`src/rtl/bst_pkg.sv`:
```
// Shared types, constants and keyword tables for the BASIC source tokenizer.
package bst_pkg;

  localparam int WORD_BUFFER_LEN = 11;
  localparam int MANTISSA_BITS   = 48;
  localparam int MANT_W          = 48;
  localparam int KW_MAX_LEN      = 11;
  localparam int WCNT_W          = $clog2(WORD_BUFFER_LEN + 2);
  localparam int WIDX_W          = $clog2(WORD_BUFFER_LEN);

  localparam logic [MANTISSA_BITS-1:0] MANT_MAX = '1;

  // token kinds
  localparam logic [6:0] K_END    = 7'd0;
  localparam logic [6:0] K_NUM    = 7'd1;
  localparam logic [6:0] K_STR    = 7'd2;
  localparam logic [6:0] K_MOD    = 7'd7;
  localparam logic [6:0] K_ID     = 7'd62;
  localparam logic [6:0] K_PLUS   = 7'd63;
  localparam logic [6:0] K_MINUS  = 7'd64;
  localparam logic [6:0] K_STAR   = 7'd65;
  localparam logic [6:0] K_SLASH  = 7'd66;
  localparam logic [6:0] K_EQEQ   = 7'd67;
  localparam logic [6:0] K_EQ     = 7'd68;
  localparam logic [6:0] K_LE     = 7'd69;
  localparam logic [6:0] K_NE     = 7'd70;
  localparam logic [6:0] K_SHL    = 7'd71;
  localparam logic [6:0] K_LT     = 7'd72;
  localparam logic [6:0] K_GE     = 7'd73;
  localparam logic [6:0] K_SHR    = 7'd74;
  localparam logic [6:0] K_GT     = 7'd75;
  localparam logic [6:0] K_SEMI   = 7'd76;
  localparam logic [6:0] K_COMMA  = 7'd77;
  localparam logic [6:0] K_LPAREN = 7'd78;
  localparam logic [6:0] K_RPAREN = 7'd79;
  localparam logic [6:0] K_DOT    = 7'd80;
  localparam logic [6:0] K_AMP    = 7'd81;

  // error codes
  localparam logic [1:0] E_NONE    = 2'd0;
  localparam logic [1:0] E_UNTERM  = 2'd1;
  localparam logic [1:0] E_BAD_END = 2'd2;
  localparam logic [1:0] E_BAD_CH  = 2'd3;

  // characters
  localparam logic [7:0] CH_LF     = 8'h0A;
  localparam logic [7:0] CH_QUOTE  = 8'h22;
  localparam logic [7:0] CH_APOS   = 8'h27;
  localparam logic [7:0] CH_DOT    = 8'h2E;
  localparam logic [7:0] CH_EQ     = 8'h3D;
  localparam logic [7:0] CH_LT     = 8'h3C;
  localparam logic [7:0] CH_GT     = 8'h3E;
  localparam logic [7:0] CH_PLUS   = 8'h2B;
  localparam logic [7:0] CH_MINUS  = 8'h2D;
  localparam logic [7:0] CH_STAR   = 8'h2A;
  localparam logic [7:0] CH_SLASH  = 8'h2F;
  localparam logic [7:0] CH_PCT    = 8'h25;
  localparam logic [7:0] CH_SEMI   = 8'h3B;
  localparam logic [7:0] CH_COMMA  = 8'h2C;
  localparam logic [7:0] CH_LPAREN = 8'h28;
  localparam logic [7:0] CH_RPAREN = 8'h29;
  localparam logic [7:0] CH_AMP    = 8'h26;

  localparam logic CMD_CHAR = 1'b0;
  localparam logic CMD_EOI  = 1'b1;

  typedef enum logic [11:0] {
    M_IDLE    = 12'b0000_0000_0001,
    M_INT     = 12'b0000_0000_0010,
    M_FRAC    = 12'b0000_0000_0100,
    M_STR     = 12'b0000_0000_1000,
    M_WORD    = 12'b0000_0001_0000,
    M_GAP     = 12'b0000_0010_0000,
    M_WORD2   = 12'b0000_0100_0000,
    M_COMMENT = 12'b0000_1000_0000,
    M_EQ      = 12'b0001_0000_0000,
    M_LT      = 12'b0010_0000_0000,
    M_GT      = 12'b0100_0000_0000,
    M_HALT    = 12'b1000_0000_0000
  } mode_t;

  typedef logic [WORD_BUFFER_LEN-1:0][6:0] wbuf_t;

  typedef struct packed {
    logic [6:0]        kind;
    logic [1:0]        error_code;
    logic [15:0]       line_no;
    logic [31:0]       start_offset;
    logic [15:0]       lexeme_length;
    logic [MANT_W-1:0] mantissa;
    logic [7:0]        frac_digits;
    logic              is_final;
    logic              last;
  } res_t;

  // results of one accepted word, in order
  typedef struct packed {
    logic [1:0] cnt;
    res_t       first;
    res_t       second;
  } push_t;

  typedef struct packed {
    logic [8*KW_MAX_LEN-1:0] txt;
    logic [3:0]              len;
    logic [6:0]              kind;
  } kw_t;

  localparam int NUM_KW  = 59;
  localparam int NUM_END = 6;

  localparam kw_t KW_TABLE [NUM_KW] = '{
    '{"PRINT", 4'd5, 7'd3}, '{"LET", 4'd3, 7'd4}, '{"INPUT", 4'd5, 7'd5},
    '{"DIM", 4'd3, 7'd6}, '{"MOD", 4'd3, 7'd7}, '{"IF", 4'd2, 7'd8},
    '{"THEN", 4'd4, 7'd9}, '{"ELSE", 4'd4, 7'd10}, '{"ELSEIF", 4'd6, 7'd11},
    '{"ENDIF", 4'd5, 7'd12}, '{"FOR", 4'd3, 7'd13}, '{"TO", 4'd2, 7'd14},
    '{"STEP", 4'd4, 7'd15}, '{"NEXT", 4'd4, 7'd16}, '{"WHILE", 4'd5, 7'd17},
    '{"ENDWHILE", 4'd8, 7'd18}, '{"WEND", 4'd4, 7'd19}, '{"DO", 4'd2, 7'd20},
    '{"UNTIL", 4'd5, 7'd21}, '{"ENDFUNCTION", 4'd11, 7'd22},
    '{"ENDSUB", 4'd6, 7'd23}, '{"ENDTYPE", 4'd7, 7'd24},
    '{"ENDCLASS", 4'd8, 7'd25}, '{"FUNCTION", 4'd8, 7'd26},
    '{"SUB", 4'd3, 7'd27}, '{"RETURN", 4'd6, 7'd28}, '{"CALL", 4'd4, 7'd29},
    '{"TYPE", 4'd4, 7'd30}, '{"AS", 4'd2, 7'd31}, '{"CLASS", 4'd5, 7'd32},
    '{"PUBLIC", 4'd6, 7'd33}, '{"PRIVATE", 4'd7, 7'd34}, '{"NEW", 4'd3, 7'd35},
    '{"ME", 4'd2, 7'd36}, '{"INTEGER", 4'd7, 7'd37}, '{"AND", 4'd3, 7'd38},
    '{"OR", 4'd2, 7'd39}, '{"NOT", 4'd3, 7'd40}, '{"XOR", 4'd3, 7'd41},
    '{"EXIT", 4'd4, 7'd42}, '{"CONTINUE", 4'd8, 7'd43},
    '{"SELECT", 4'd6, 7'd44}, '{"CASE", 4'd4, 7'd45},
    '{"SINGLE", 4'd6, 7'd46}, '{"DOUBLE", 4'd6, 7'd47}, '{"LONG", 4'd4, 7'd48},
    '{"BOOLEAN", 4'd7, 7'd49}, '{"STRING", 4'd6, 7'd50},
    '{"DECIMAL", 4'd7, 7'd51}, '{"BIGINT", 4'd6, 7'd52},
    '{"CONSOLE", 4'd7, 7'd53}, '{"IMPORT", 4'd6, 7'd54},
    '{"IMPORTS", 4'd7, 7'd55}, '{"SHARED", 4'd6, 7'd56},
    '{"STATIC", 4'd6, 7'd57}, '{"BYVAL", 4'd5, 7'd58}, '{"BYREF", 4'd5, 7'd59},
    '{"TRUE", 4'd4, 7'd60}, '{"FALSE", 4'd5, 7'd61}
  };

  localparam kw_t END_TABLE [NUM_END] = '{
    '{"IF", 4'd2, 7'd12}, '{"SUB", 4'd3, 7'd23}, '{"FUNCTION", 4'd8, 7'd22},
    '{"TYPE", 4'd4, 7'd24}, '{"CLASS", 4'd5, 7'd25}, '{"WHILE", 4'd5, 7'd18}
  };

  localparam kw_t REM_WORD = '{"REM", 4'd3, 7'd0};
  localparam kw_t END_WORD = '{"END", 4'd3, 7'd0};

  function automatic logic word_eq(wbuf_t buf_w, logic [WCNT_W-1:0] cnt, kw_t e);
    logic hit;
    hit = (cnt == WCNT_W'(e.len));
    for (int i = 0; i < KW_MAX_LEN; i++) begin
      if (i < int'(e.len) && buf_w[i] != e.txt[8*(int'(e.len)-1-i) +: 7]) hit = 1'b0;
    end
    return hit;
  endfunction

  // keywords are all distinct, so at most one entry hits; 0 means no match
  function automatic logic [6:0] kw_lookup(wbuf_t buf_w, logic [WCNT_W-1:0] cnt);
    logic [6:0] k;
    k = '0;
    for (int i = 0; i < NUM_KW; i++) begin
      if (word_eq(buf_w, cnt, KW_TABLE[i])) k = k | KW_TABLE[i].kind;
    end
    return k;
  endfunction

  function automatic logic [6:0] end_lookup(wbuf_t buf_w, logic [WCNT_W-1:0] cnt);
    logic [6:0] k;
    k = '0;
    for (int i = 0; i < NUM_END; i++) begin
      if (word_eq(buf_w, cnt, END_TABLE[i])) k = k | END_TABLE[i].kind;
    end
    return k;
  endfunction

  function automatic res_t mk_res(logic [6:0] kind, logic [1:0] err, logic [15:0] line,
                                  logic [31:0] start, logic [15:0] len,
                                  logic [MANT_W-1:0] mant, logic [7:0] frac, logic fin);
    res_t r;
    r.kind          = kind;
    r.error_code    = err;
    r.line_no       = line;
    r.start_offset  = start;
    r.lexeme_length = len;
    r.mantissa      = mant;
    r.frac_digits   = frac;
    r.is_final      = fin;
    r.last          = 1'b0;
    return r;
  endfunction

endpackage

```
`src/rtl/bst_if.sv`:
```
// Handshake channel interfaces for source bytes and tokens.
interface bst_in_if;
  logic       valid;
  logic       ready;
  logic       cmd;
  logic [7:0] ch;
  modport source (output valid, cmd, ch, input ready);
  modport sink (input valid, cmd, ch, output ready);
endinterface

interface bst_out_if;
  logic        valid;
  logic        ready;
  logic [6:0]  kind;
  logic [1:0]  error_code;
  logic [15:0] line_no;
  logic [31:0] start_offset;
  logic [15:0] lexeme_length;
  logic [47:0] mantissa;
  logic [7:0]  frac_digits;
  logic        is_final;
  logic        last;
  modport source (output valid, kind, error_code, line_no, start_offset, lexeme_length,
                  mantissa, frac_digits, is_final, last, input ready);
  modport sink (input valid, kind, error_code, line_no, start_offset, lexeme_length,
                mantissa, frac_digits, is_final, last, output ready);
endinterface

```
`src/rtl/bst_lexer.sv`:
```
// Lexer state machine: one source word per cycle while take is high, up to two tokens out.
module bst_lexer
  import bst_pkg::*;
(
  input  logic  clk,
  input  logic  rst_n,
  input  logic  take,
  input  logic  cmd,
  input  logic  [7:0] ch,
  output push_t push
);

  mode_t                    mode_r, mode_nxt;
  wbuf_t                    buf_r, buf_nxt;
  logic [WCNT_W-1:0]        wcnt_r, wcnt_nxt;
  logic [MANTISSA_BITS-1:0] acc_r, acc_nxt;
  logic [7:0]               frac_r, frac_nxt;
  logic [15:0]              line_r, line_nxt;
  logic [31:0]              pos_r, pos_nxt;
  logic [31:0]              tstart_r, tstart_nxt;
  logic [15:0]              tline_r, tline_nxt;
  logic [15:0]              span_r, span_nxt;

  logic is_ws, is_dig, is_alpha, is_alnum;
  logic [6:0] up_c;
  logic [15:0] line_new, span_p1;
  logic [MANTISSA_BITS+3:0] dsum;
  logic [MANTISSA_BITS-1:0] acc_dig;
  logic [6:0] kw_kind, end_kind;
  logic is_rem, is_end;

  res_t ra, rb;
  logic has_a, has_b, redo;

  assign is_ws    = (ch == 8'd32) || (ch >= 8'd9 && ch <= 8'd13);
  assign is_dig   = (ch >= 8'h30 && ch <= 8'h39);
  assign is_alpha = (ch >= 8'h41 && ch <= 8'h5A) || (ch >= 8'h61 && ch <= 8'h7A);
  assign is_alnum = is_alpha || is_dig;
  assign up_c     = (ch >= 8'h61 && ch <= 8'h7A) ? 7'(ch - 8'd32) : ch[6:0];
  assign line_new = (ch == CH_LF && line_r != 16'hFFFF) ? line_r + 16'd1 : line_r;
  assign span_p1  = (span_r == 16'hFFFF) ? span_r : span_r + 16'd1;

  // acc*10 + d, saturated at the mantissa limit
  assign dsum    = (MANTISSA_BITS+4)'(acc_r) * (MANTISSA_BITS+4)'(10)
                 + (MANTISSA_BITS+4)'(ch[3:0]);
  assign acc_dig = (dsum > (MANTISSA_BITS+4)'(MANT_MAX)) ? MANT_MAX
                                                         : dsum[MANTISSA_BITS-1:0];

  assign kw_kind  = kw_lookup(buf_r, wcnt_r);
  assign end_kind = end_lookup(buf_r, wcnt_r);
  assign is_rem   = word_eq(buf_r, wcnt_r, REM_WORD);
  assign is_end   = word_eq(buf_r, wcnt_r, END_WORD);

  always_comb begin
    mode_nxt   = mode_r;
    buf_nxt    = buf_r;
    wcnt_nxt   = wcnt_r;
    acc_nxt    = acc_r;
    frac_nxt   = frac_r;
    line_nxt   = line_r;
    pos_nxt    = pos_r;
    tstart_nxt = tstart_r;
    tline_nxt  = tline_r;
    span_nxt   = span_r;
    ra         = '0;
    rb         = '0;
    has_a      = 1'b0;
    has_b      = 1'b0;
    redo       = 1'b0;

    if (take && mode_r != M_HALT) begin
      if (cmd == CMD_EOI) begin
        mode_nxt = M_HALT;
        has_b    = 1'b1;
        rb = mk_res(K_END, E_NONE, line_r, pos_r, 16'd0, '0, 8'd0, 1'b1);
        case (mode_r)
          M_INT, M_FRAC: begin
            has_a = 1'b1;
            ra = mk_res(K_NUM, E_NONE, tline_r, tstart_r, span_r, MANT_W'(acc_r), frac_r,
                        1'b0);
          end
          M_STR: begin
            has_a = 1'b1;
            has_b = 1'b0;
            ra = mk_res(K_END, E_UNTERM, tline_r, tstart_r, span_r, '0, 8'd0, 1'b1);
          end
          M_WORD: begin
            if (!is_rem) begin
              has_a = 1'b1;
              ra = mk_res(is_end ? K_END : (kw_kind != 7'd0 ? kw_kind : K_ID), E_NONE,
                          tline_r, tstart_r, is_end ? 16'd3 : span_r, '0, 8'd0, 1'b0);
            end
          end
          M_GAP: begin
            has_a = 1'b1;
            ra = mk_res(K_END, E_NONE, tline_r, tstart_r, 16'd3, '0, 8'd0, 1'b0);
          end
          M_WORD2: begin
            has_a = 1'b1;
            if (end_kind == 7'd0) begin
              has_b = 1'b0;
              ra = mk_res(K_END, E_BAD_END, tline_r, tstart_r, span_r, '0, 8'd0, 1'b1);
            end else begin
              ra = mk_res(end_kind, E_NONE, tline_r, tstart_r, span_r, '0, 8'd0, 1'b0);
            end
          end
          M_EQ: begin
            has_a = 1'b1;
            ra = mk_res(K_EQ, E_NONE, tline_r, tstart_r, 16'd1, '0, 8'd0, 1'b0);
          end
          M_LT: begin
            has_a = 1'b1;
            ra = mk_res(K_LT, E_NONE, tline_r, tstart_r, 16'd1, '0, 8'd0, 1'b0);
          end
          M_GT: begin
            has_a = 1'b1;
            ra = mk_res(K_GT, E_NONE, tline_r, tstart_r, 16'd1, '0, 8'd0, 1'b0);
          end
          default: ;
        endcase
      end else begin
        line_nxt = line_new;
        pos_nxt  = pos_r + 32'd1;
        case (mode_r)
          M_IDLE: redo = 1'b1;
          M_INT: begin
            if (is_dig) begin
              acc_nxt  = acc_dig;
              span_nxt = span_p1;
            end else if (ch == CH_DOT) begin
              span_nxt = span_p1;
              mode_nxt = M_FRAC;
            end else begin
              has_a = 1'b1;
              redo  = 1'b1;
              ra = mk_res(K_NUM, E_NONE, tline_r, tstart_r, span_r, MANT_W'(acc_r), frac_r,
                          1'b0);
            end
          end
          M_FRAC: begin
            if (is_dig) begin
              acc_nxt  = acc_dig;
              span_nxt = span_p1;
              if (frac_r != 8'hFF) frac_nxt = frac_r + 8'd1;
            end else begin
              has_a = 1'b1;
              redo  = 1'b1;
              ra = mk_res(K_NUM, E_NONE, tline_r, tstart_r, span_r, MANT_W'(acc_r), frac_r,
                          1'b0);
            end
          end
          M_STR: begin
            if (ch == CH_QUOTE) begin
              has_a    = 1'b1;
              mode_nxt = M_IDLE;
              ra = mk_res(K_STR, E_NONE, tline_r, tstart_r, span_r, '0, 8'd0, 1'b0);
            end else begin
              span_nxt = span_p1;
            end
          end
          M_WORD, M_WORD2: begin
            if (is_alnum) begin
              if (wcnt_r < WCNT_W'(WORD_BUFFER_LEN)) buf_nxt[wcnt_r[WIDX_W-1:0]] = up_c;
              if (wcnt_r <= WCNT_W'(WORD_BUFFER_LEN)) wcnt_nxt = wcnt_r + WCNT_W'(1);
              span_nxt = span_p1;
            end else if (mode_r == M_WORD2) begin
              has_a = 1'b1;
              if (end_kind == 7'd0) begin
                mode_nxt = M_HALT;
                ra = mk_res(K_END, E_BAD_END, tline_r, tstart_r, span_r, '0, 8'd0, 1'b1);
              end else begin
                redo = 1'b1;
                ra = mk_res(end_kind, E_NONE, tline_r, tstart_r, span_r, '0, 8'd0, 1'b0);
              end
            end else if (is_rem) begin
              // REM ended by a newline closes the comment at once
              mode_nxt = (ch == CH_LF) ? M_IDLE : M_COMMENT;
            end else if (is_end) begin
              if (is_ws) begin
                span_nxt = span_p1;
                mode_nxt = M_GAP;
              end else begin
                has_a = 1'b1;
                redo  = 1'b1;
                ra = mk_res(K_END, E_NONE, tline_r, tstart_r, 16'd3, '0, 8'd0, 1'b0);
              end
            end else begin
              has_a = 1'b1;
              redo  = 1'b1;
              ra = mk_res(kw_kind != 7'd0 ? kw_kind : K_ID, E_NONE, tline_r, tstart_r,
                          span_r, '0, 8'd0, 1'b0);
            end
          end
          M_GAP: begin
            if (is_ws) begin
              span_nxt = span_p1;
            end else if (is_alpha) begin
              buf_nxt[0] = up_c;
              wcnt_nxt   = WCNT_W'(1);
              span_nxt   = span_p1;
              mode_nxt   = M_WORD2;
            end else begin
              has_a = 1'b1;
              redo  = 1'b1;
              ra = mk_res(K_END, E_NONE, tline_r, tstart_r, 16'd3, '0, 8'd0, 1'b0);
            end
          end
          M_COMMENT: begin
            if (ch == CH_LF) mode_nxt = M_IDLE;
          end
          M_EQ: begin
            has_a    = 1'b1;
            mode_nxt = M_IDLE;
            if (ch == CH_EQ) begin
              ra = mk_res(K_EQEQ, E_NONE, tline_r, tstart_r, 16'd2, '0, 8'd0, 1'b0);
            end else begin
              redo = 1'b1;
              ra = mk_res(K_EQ, E_NONE, tline_r, tstart_r, 16'd1, '0, 8'd0, 1'b0);
            end
          end
          M_LT: begin
            has_a    = 1'b1;
            mode_nxt = M_IDLE;
            if (ch == CH_EQ) begin
              ra = mk_res(K_LE, E_NONE, tline_r, tstart_r, 16'd2, '0, 8'd0, 1'b0);
            end else if (ch == CH_GT) begin
              ra = mk_res(K_NE, E_NONE, tline_r, tstart_r, 16'd2, '0, 8'd0, 1'b0);
            end else if (ch == CH_LT) begin
              ra = mk_res(K_SHL, E_NONE, tline_r, tstart_r, 16'd2, '0, 8'd0, 1'b0);
            end else begin
              redo = 1'b1;
              ra = mk_res(K_LT, E_NONE, tline_r, tstart_r, 16'd1, '0, 8'd0, 1'b0);
            end
          end
          M_GT: begin
            has_a    = 1'b1;
            mode_nxt = M_IDLE;
            if (ch == CH_EQ) begin
              ra = mk_res(K_GE, E_NONE, tline_r, tstart_r, 16'd2, '0, 8'd0, 1'b0);
            end else if (ch == CH_GT) begin
              ra = mk_res(K_SHR, E_NONE, tline_r, tstart_r, 16'd2, '0, 8'd0, 1'b0);
            end else begin
              redo = 1'b1;
              ra = mk_res(K_GT, E_NONE, tline_r, tstart_r, 16'd1, '0, 8'd0, 1'b0);
            end
          end
          default: mode_nxt = M_HALT;
        endcase

        // byte handled from the idle state, or seen again there after the token it closed
        if (redo) begin
          mode_nxt   = M_IDLE;
          tstart_nxt = pos_r;
          tline_nxt  = line_new;
          span_nxt   = 16'd1;
          if (is_ws) begin
            tstart_nxt = tstart_r;
            tline_nxt  = tline_r;
            span_nxt   = span_r;
          end else if (is_dig) begin
            mode_nxt = M_INT;
            acc_nxt  = MANTISSA_BITS'(ch[3:0]);
            frac_nxt = 8'd0;
          end else if (is_alpha) begin
            mode_nxt   = M_WORD;
            buf_nxt[0] = up_c;
            wcnt_nxt   = WCNT_W'(1);
          end else if (ch == CH_QUOTE) begin
            mode_nxt   = M_STR;
            tstart_nxt = pos_r + 32'd1;
            span_nxt   = 16'd0;
          end else if (ch == CH_EQ) begin
            mode_nxt = M_EQ;
          end else if (ch == CH_LT) begin
            mode_nxt = M_LT;
          end else if (ch == CH_GT) begin
            mode_nxt = M_GT;
          end else if (ch == CH_APOS) begin
            mode_nxt   = M_COMMENT;
            tstart_nxt = tstart_r;
            tline_nxt  = tline_r;
            span_nxt   = span_r;
          end else begin
            has_b = 1'b1;
            rb = mk_res(K_PLUS, E_NONE, line_new, pos_r, 16'd1, '0, 8'd0, 1'b0);
            case (ch)
              CH_PLUS:   rb.kind = K_PLUS;
              CH_MINUS:  rb.kind = K_MINUS;
              CH_STAR:   rb.kind = K_STAR;
              CH_SLASH:  rb.kind = K_SLASH;
              CH_PCT:    rb.kind = K_MOD;
              CH_SEMI:   rb.kind = K_SEMI;
              CH_COMMA:  rb.kind = K_COMMA;
              CH_LPAREN: rb.kind = K_LPAREN;
              CH_RPAREN: rb.kind = K_RPAREN;
              CH_DOT:    rb.kind = K_DOT;
              CH_AMP:    rb.kind = K_AMP;
              default: begin
                rb.kind       = K_END;
                rb.error_code = E_BAD_CH;
                rb.is_final   = 1'b1;
                mode_nxt      = M_HALT;
              end
            endcase
          end
        end
      end
    end
  end

  always_comb begin
    push.cnt    = 2'(has_a) + 2'(has_b);
    push.first  = has_a ? ra : rb;
    push.second = rb;
    push.first.last  = (push.cnt == 2'd1);
    push.second.last = 1'b1;
  end

  always_ff @(posedge clk) begin
    if (!rst_n) begin
      mode_r   <= M_IDLE;
      wcnt_r   <= '0;
      acc_r    <= '0;
      frac_r   <= '0;
      line_r   <= 16'd1;
      pos_r    <= '0;
      tstart_r <= '0;
      tline_r  <= 16'd1;
      span_r   <= '0;
    end else begin
      mode_r   <= mode_nxt;
      wcnt_r   <= wcnt_nxt;
      acc_r    <= acc_nxt;
      frac_r   <= frac_nxt;
      line_r   <= line_nxt;
      pos_r    <= pos_nxt;
      tstart_r <= tstart_nxt;
      tline_r  <= tline_nxt;
      span_r   <= span_nxt;
    end
  end

  always_ff @(posedge clk) begin
    buf_r <= buf_nxt;
  end

endmodule

```
`src/rtl/bst_outq.sv`:
```
// Four-entry token queue: takes up to two tokens a cycle, gives one while out_ready is high.
module bst_outq
  import bst_pkg::*;
(
  input  logic  clk,
  input  logic  rst_n,
  input  push_t push,
  output logic  space2,
  output logic  out_valid,
  input  logic  out_ready,
  output res_t  out_res
);

  res_t       mem_r [4];
  logic [1:0] wr_r, rd_r;
  logic [2:0] cnt_r;
  logic       pop;

  assign pop       = out_valid && out_ready;
  assign out_valid = (cnt_r != 3'd0);
  assign out_res   = mem_r[rd_r];
  assign space2    = (cnt_r <= 3'd2);

  always_ff @(posedge clk) begin
    if (!rst_n) begin
      wr_r  <= '0;
      rd_r  <= '0;
      cnt_r <= '0;
    end else begin
      wr_r  <= wr_r + push.cnt;
      rd_r  <= rd_r + 2'(pop);
      cnt_r <= cnt_r + 3'(push.cnt) - 3'(pop);
    end
  end

  always_ff @(posedge clk) begin
    if (push.cnt != 2'd0) mem_r[wr_r] <= push.first;
    if (push.cnt == 2'd2) mem_r[wr_r + 2'd1] <= push.second;
  end

endmodule

```
`src/rtl/basic_source_tokenizer.sv`:
```
// Top level of the streaming BASIC source tokenizer.
//
// in_ch carries one source byte per word (cmd = 0) or the end mark (cmd = 1).
// out_ch carries tokens: kind, line, start offset, length, and for numbers a
// decimal mantissa with a count of fraction digits. Each input word gives
// zero, one or two tokens; the last one of a word has last set.
// Throughput: one input word per cycle while the output side keeps up.
// A completed token is registered into the queue and shown on out_ch from the
// queue head; it waits there behind any older tokens.
// The lexer updates its state in the same cycle it takes a byte; tokens go
// into a four-entry queue, and in_ch.ready is high while the queue has room
// for two more, so a stalled receiver backs up into in_ch once three tokens wait.
// After an error token or the end-of-input token the block ignores further
// input (it still takes it) until reset.
// Reset (rst_n low, synchronous) returns to line 1, offset 0, between tokens,
// and empties the queue.
module basic_source_tokenizer
  import bst_pkg::*;
(
  input  logic       clk,
  input  logic       rst_n,
  bst_in_if.sink     in_ch,
  bst_out_if.source  out_ch
);

  push_t push;
  res_t  head;
  logic  space2;

  assign in_ch.ready = space2;

  bst_lexer u_lexer (
    .clk   (clk),
    .rst_n (rst_n),
    .take  (in_ch.valid && space2),
    .cmd   (in_ch.cmd),
    .ch    (in_ch.ch),
    .push  (push)
  );

  bst_outq u_outq (
    .clk       (clk),
    .rst_n     (rst_n),
    .push      (push),
    .space2    (space2),
    .out_valid (out_ch.valid),
    .out_ready (out_ch.ready),
    .out_res   (head)
  );

  assign out_ch.kind          = head.kind;
  assign out_ch.error_code    = head.error_code;
  assign out_ch.line_no       = head.line_no;
  assign out_ch.start_offset  = head.start_offset;
  assign out_ch.lexeme_length = head.lexeme_length;
  assign out_ch.mantissa      = head.mantissa;
  assign out_ch.frac_digits   = head.frac_digits;
  assign out_ch.is_final      = head.is_final;
  assign out_ch.last          = head.last;

endmodule

```
`src/flat_wrapper.sv`:
```
// flat-port wrapper written by rule: the top's interface ports become plain ports
module basic_source_tokenizer_flat import bst_pkg::*;
  (clk, rst_n, in_ch_valid, in_ch_cmd, in_ch_ch, in_ch_ready, out_ch_valid, out_ch_kind, out_ch_error_code, out_ch_line_no, out_ch_start_offset, out_ch_lexeme_length, out_ch_mantissa, out_ch_frac_digits, out_ch_is_final, out_ch_last, out_ch_ready);
  bst_in_if in_ch_i ();
  bst_out_if out_ch_i ();
  input  logic clk;
  input  logic rst_n;
  input wire logic [$bits(in_ch_i.valid)-1:0] in_ch_valid;
  input wire logic [$bits(in_ch_i.cmd)-1:0] in_ch_cmd;
  input wire logic [$bits(in_ch_i.ch)-1:0] in_ch_ch;
  output wire logic [$bits(in_ch_i.ready)-1:0] in_ch_ready;
  output wire logic [$bits(out_ch_i.valid)-1:0] out_ch_valid;
  output wire logic [$bits(out_ch_i.kind)-1:0] out_ch_kind;
  output wire logic [$bits(out_ch_i.error_code)-1:0] out_ch_error_code;
  output wire logic [$bits(out_ch_i.line_no)-1:0] out_ch_line_no;
  output wire logic [$bits(out_ch_i.start_offset)-1:0] out_ch_start_offset;
  output wire logic [$bits(out_ch_i.lexeme_length)-1:0] out_ch_lexeme_length;
  output wire logic [$bits(out_ch_i.mantissa)-1:0] out_ch_mantissa;
  output wire logic [$bits(out_ch_i.frac_digits)-1:0] out_ch_frac_digits;
  output wire logic [$bits(out_ch_i.is_final)-1:0] out_ch_is_final;
  output wire logic [$bits(out_ch_i.last)-1:0] out_ch_last;
  input wire logic [$bits(out_ch_i.ready)-1:0] out_ch_ready;
  assign in_ch_i.valid = in_ch_valid;
  assign in_ch_i.cmd = in_ch_cmd;
  assign in_ch_i.ch = in_ch_ch;
  assign in_ch_ready = in_ch_i.ready;
  assign out_ch_valid = out_ch_i.valid;
  assign out_ch_kind = out_ch_i.kind;
  assign out_ch_error_code = out_ch_i.error_code;
  assign out_ch_line_no = out_ch_i.line_no;
  assign out_ch_start_offset = out_ch_i.start_offset;
  assign out_ch_lexeme_length = out_ch_i.lexeme_length;
  assign out_ch_mantissa = out_ch_i.mantissa;
  assign out_ch_frac_digits = out_ch_i.frac_digits;
  assign out_ch_is_final = out_ch_i.is_final;
  assign out_ch_last = out_ch_i.last;
  assign out_ch_i.ready = out_ch_ready;
  basic_source_tokenizer u_core (.clk(clk), .rst_n(rst_n), .in_ch(in_ch_i), .out_ch(out_ch_i));
endmodule
```
`config.mk`:
```
export PLATFORM = sky130hd
export DESIGN_NAME = basic_source_tokenizer_flat
export DESIGN_NICKNAME = d
export VERILOG_FILES = /design/src/rtl/bst_pkg.sv /design/src/rtl/bst_if.sv /design/src/rtl/bst_lexer.sv /design/src/rtl/bst_outq.sv /design/src/rtl/basic_source_tokenizer.sv /design/src/flat_wrapper.sv
export SDC_FILE = /design/constraint.sdc
export NUM_CORES = 2
export LEC_CHECK = 0
export BUFFER_PORTS_ARGS = -buffer_cell sky130_fd_sc_hd__buf_4
export CAP_MARGIN = 30
export CORE_AREA = 2 2 387 197
export CTS_BUF_LIST = sky130_fd_sc_hd__clkbuf_8
export CTS_CLUSTER_SIZE = 10
export DETAILED_ROUTE_END_ITERATION = 10
export DIE_AREA = 0 0 389 199
export GPL_TIMING_DRIVEN = 0
export PLACE_DENSITY = 0.79
export SYNTH_ARGS = -nofsm -noshare
export SYNTH_HDL_FRONTEND = slang
export SYNTH_SLANG_ARGS = --single-unit
```
`constraint.sdc`:
```
create_clock -name clk -period 5.3 [get_ports clk]
set_input_delay 0.795 -clock clk [delete_from_list [all_inputs] [get_ports clk]]
set_output_delay 0.795 -clock clk [all_outputs]
set_load 0.02 [all_outputs]
```
==> impl_results.md <==
* Status: finished with violations
* Violated checks: negative setup slack
* Power Density at 303 mW/mm2
* TritonCTS clock tree: built
* Die Wd at approximately 400 um
* Worst-Margin Slew at 1.16 ns
* Final core area utilization at 0.675
* H-tree depth at 3
* Largest family of logic cells by synthesized area: simple AND/OR/NAND/NOR gates
* Multiplexer area fraction after synthesis at 0.0706
* Ys flop type: dfxtp_1
* Final Worst Setup Slack at -0.165 ns
* CP Data Required Time at slightly below 6 ns
* Port buffer count at 144
* Total grt overflow at 0
* Iter 0 DRT Violations at between 7k and 8k
* I/O pin count at 146
* Clk slew on worst S/H paths at 0.08 ns
* Net count after synthesis at ~4.6k
* Synth Area in Compound Gates at 0.189
* Worst Setup EP: u_core.u_outq.mem_r[1][126]$_DFFE_PP_
* Number of synthesized flops with an enable pin at 313
* Most frequent cells in the layout: 447 x nand2_1, 444 x dfxtp_1, 374 x a22o_1, 362 x nor2_1, 313 x edfxtp_1
* Synth Area per Inst at 9.73 um2
* Initial Utilization at 0.584
* CTS Buf Count at roughly 110
* Register-to-Register Path Depth at 18
* Reg-to-Reg Start: u_core.u_lexer.buf_r[8]$_DFFE_PP_
* Final Skew at 0.0786 ns
* Slew margin rel. at 0.227
* XOR/XNOR share of the synthesized area at 0.0345
* Cell Area, Placed at 0.0462 mm2
* Drt drc at 0
* Worst EP arrival at 5.98 ns
* Highest clock rate at 183 MHz
* Remaining antenna violation count at 0
* Post-layout net count at 4944
* Maximum VDD drop at around 0.00027 V
* CP Launch Type: register
* Die Ht at 199 um
* Post-Syn Instances at 4460
* Via-per-instance ratio at between 7 and 8
* Max Cap Viol at 0
* Gr usage total at 0.440
* Area leader, netlist: dfxtp_1
* Wire length per cell at 29.9 um
* CP startpoint: u_core.u_lexer.buf_r[8]$_DFFE_PP_
* CP endpoint kind: register
* Synth cell types at approximately 110
* Seq cells post-synth at 792
* Finished Layout Cells at approximately 5.9k
* CTS sink count at 792
* Max Buffers Root-to-Sink at 3
* Vias at 42.5k
* Final min period at 5.46 ns
* Synth top area share at 0.221
* Synth Area in Adders at 0.0337
* Fin. Hold Viols at 0
* GPL Wtd Cong at 1.06
* Async S/R FF share, synth at 0
* Leading post-synthesis cells by cell area: dfxtp_1 22%, edfxtp_1 22%, a22o_1 7.5%
* Post-Synth Simple-Gate Area at 0.198
* Global-route wire length before repair at 252000 um
* R2R Setup Slk at -0.16 ns
* First drt pass iteration count at 7
* Vias in the first global route at 38.2k
* Core Footprint at 0.0743 mm2
* Routed WL at about 180000 um
* HP Class: input port to register
* Initial antenna violation count at 8
* Total power at 15200 uW
* Inst Count DP at 5629
* Fin area at about 0.050 mm2
* Max Fanout on Critical Path at 18
* Post-CTS Hold Fix Bufs at 0
* Final setup viols at ~230
* Tcrit/Tclk final at 1.03
* Slew Limit Fails at 0
* Total negative slack at -15.62 ns
* Most common cell after layout, fill and taps aside: nand2_1
* Area grow syn2layout at 15.5%
* LEAKAGE at 0.0184 uW
* Sequential share of the synthesized area at 0.438
* Share of cells above drive strength 1 at 0.176
* Rows at between 70 and 80
* Reg2reg end: u_core.u_outq.mem_r[1][126]$_DFFE_PP_
* Die area at roughly 0.077 mm2
* Clk_lat worst skew at roughly 0.88 ns
* Root Driver: clkbuf_8
* Mapped Area at 0.0434 mm2
* Largest net degree at the start of global routing at 36
* Post-DP HPWL at about 130000 um
* YS warnings at 0
* Setup Crit Path Kind: register to register
logic make-up (layout without fill, tap and decap cells):
family,Yosys count,in the layout
AOI/OAI and AO/OA,1160,1160
xor gates and xnor gates,171,171
adders and majority gates,115,115
buffers and inverters,403,851
DFF,792,792
muxes,142,142
other,0,6
and+or+nand+nor,1677,1677
cells in the mapped netlist (all sizes together) (12+ instances only):
library cell / instances
and3b: 15
nor2b: 24
nor4bb: 14
and4: 18
a22oi: 18
o21ai: 261
mux4: 131
clkbuf: 265
a211oi: 61
nor4b: 16
or2: 14
and3: 84
ha: 112
nor2: 375
o21a: 13
o221ai: 12
nand4b: 19
o22ai: 49
dfxtp: 479
xnor2: 71
nor3: 120
or4: 24
a22o: 374
a21oi: 185
nand3: 134
inv: 54
buf: 82
and2: 43
o211ai: 28
nand4: 125
nand2b: 36
nor4: 51
edfxtp: 313
nand2: 449
nor3b: 20
nand3b: 16
or3: 51
a31oi: 19
xor2: 100
a21o: 24
critical path: stages (launching register included):
cell and delay [ns]:
edfxtp_1 0.50, nand2b_1 0.37, nor3_1 0.85, nand4_1 0.47
and3_1 0.37, nand4_4 0.13, a211oi_4 0.12, nor2b_4 0.14
and3_4 0.25, a31oi_4 0.08, inv_1 0.11, ha_2 0.22
inv_1 0.09, or3_1 0.36, clkbuf_4 0.25, and2_4 0.23
clkinvlp_4 0.21, buf_4 0.17, buf_12 0.20
layout make-up:
class / count / area [um2]
Antenna cell: 6 / 15.0
Buffer: 329 / 1450
Clock buffer: 136 / 1870
Clock inverter: 65 / 417
Fill cell: 5730 / 24100
Inverter: 56 / 228
Multi-Input combinational cell: 3265 / 23600
Sequential cell: 792 / 19000
Tap cell: 985 / 1230
Timing Repair Buffer: 264 / 2230
Timing Repair inverter: 1 / 7.51
sequential cells by signal, indices dropped and copies added, names as in the netlist, 12 cells and up, named ones only:
register,cells
u_core.u_lexer.mode_r,12
u_core.u_outq.mem_r,524
u_core.u_lexer.pos_r,32
u_core.u_lexer.buf_r,77
u_core.u_lexer.line_r,16
u_core.u_lexer.tline_r,16
u_core.u_lexer.span_r,16
u_core.u_lexer.acc_r,47
u_core.u_lexer.tstart_r,32
per-layer routing:
metal | GRT usage | vias up | wire, um
met5 | 0.00878 | - | 51
met4 | 0.122 | 6 | 5370
li1 | - | 17700 | -
met2 | 0.526 | 3810 | 63000
met3 | 0.223 | 456 | 34200
met1 | 0.669 | 20600 | 73700
stage by stage:
stage | hold slack (ns) | setup WS [ns]
final | 0.406 | -0.165
after global routing | 0.432 | -0.0423
after CTS | 0.357 | 0.000188
after detailed placement | 0.438 | -2.61
after global placement | 0.429 | -3.56
after floorplan | 0.420 | 0.00648
worst min-delay path by stage:
stage                                                 start                                       to  slack (ns)  depth (start not counted)
finish                                          in_ch_ch[5]        u_core.u_lexer.buf_r[5]$_DFFE_PP_        0.41                          3
global route                                    in_ch_ch[5]        u_core.u_lexer.buf_r[5]$_DFFE_PP_        0.43                          3
CTS                                             in_ch_ch[1]     u_core.u_lexer.acc_r[1]$_SDFFE_PN0P_        0.36                          4
detailed placement  u_core.u_outq.mem_r[2][53]$_SDFFE_PP0P_  u_core.u_outq.mem_r[2][53]$_SDFFE_PP0P_        0.44                          2
global placement    u_core.u_outq.mem_r[3][61]$_SDFFE_PP0P_  u_core.u_outq.mem_r[3][61]$_SDFFE_PP0P_        0.43                          2
floorplan           u_core.u_outq.mem_r[2][11]$_SDFFE_PP0P_  u_core.u_outq.mem_r[2][11]$_SDFFE_PP0P_        0.42                          2
power breakdown:
| part | switching, uW | total (uW) | internal, uW |
|---|---|---|---|
| registers | 189 | 6760 | 6580 |
| clock network | 2630 | 5030 | 2400 |
| logic | 2110 | 3380 | 1270 |
what timing repair did:
item,in CTS,in global routing
pin swaps,13,28
buffers inserted,34,38
cloned,2,1
resized for setup,144,152
setup endpoints to repair,939,756
Power figures use the tool's default switching activity.
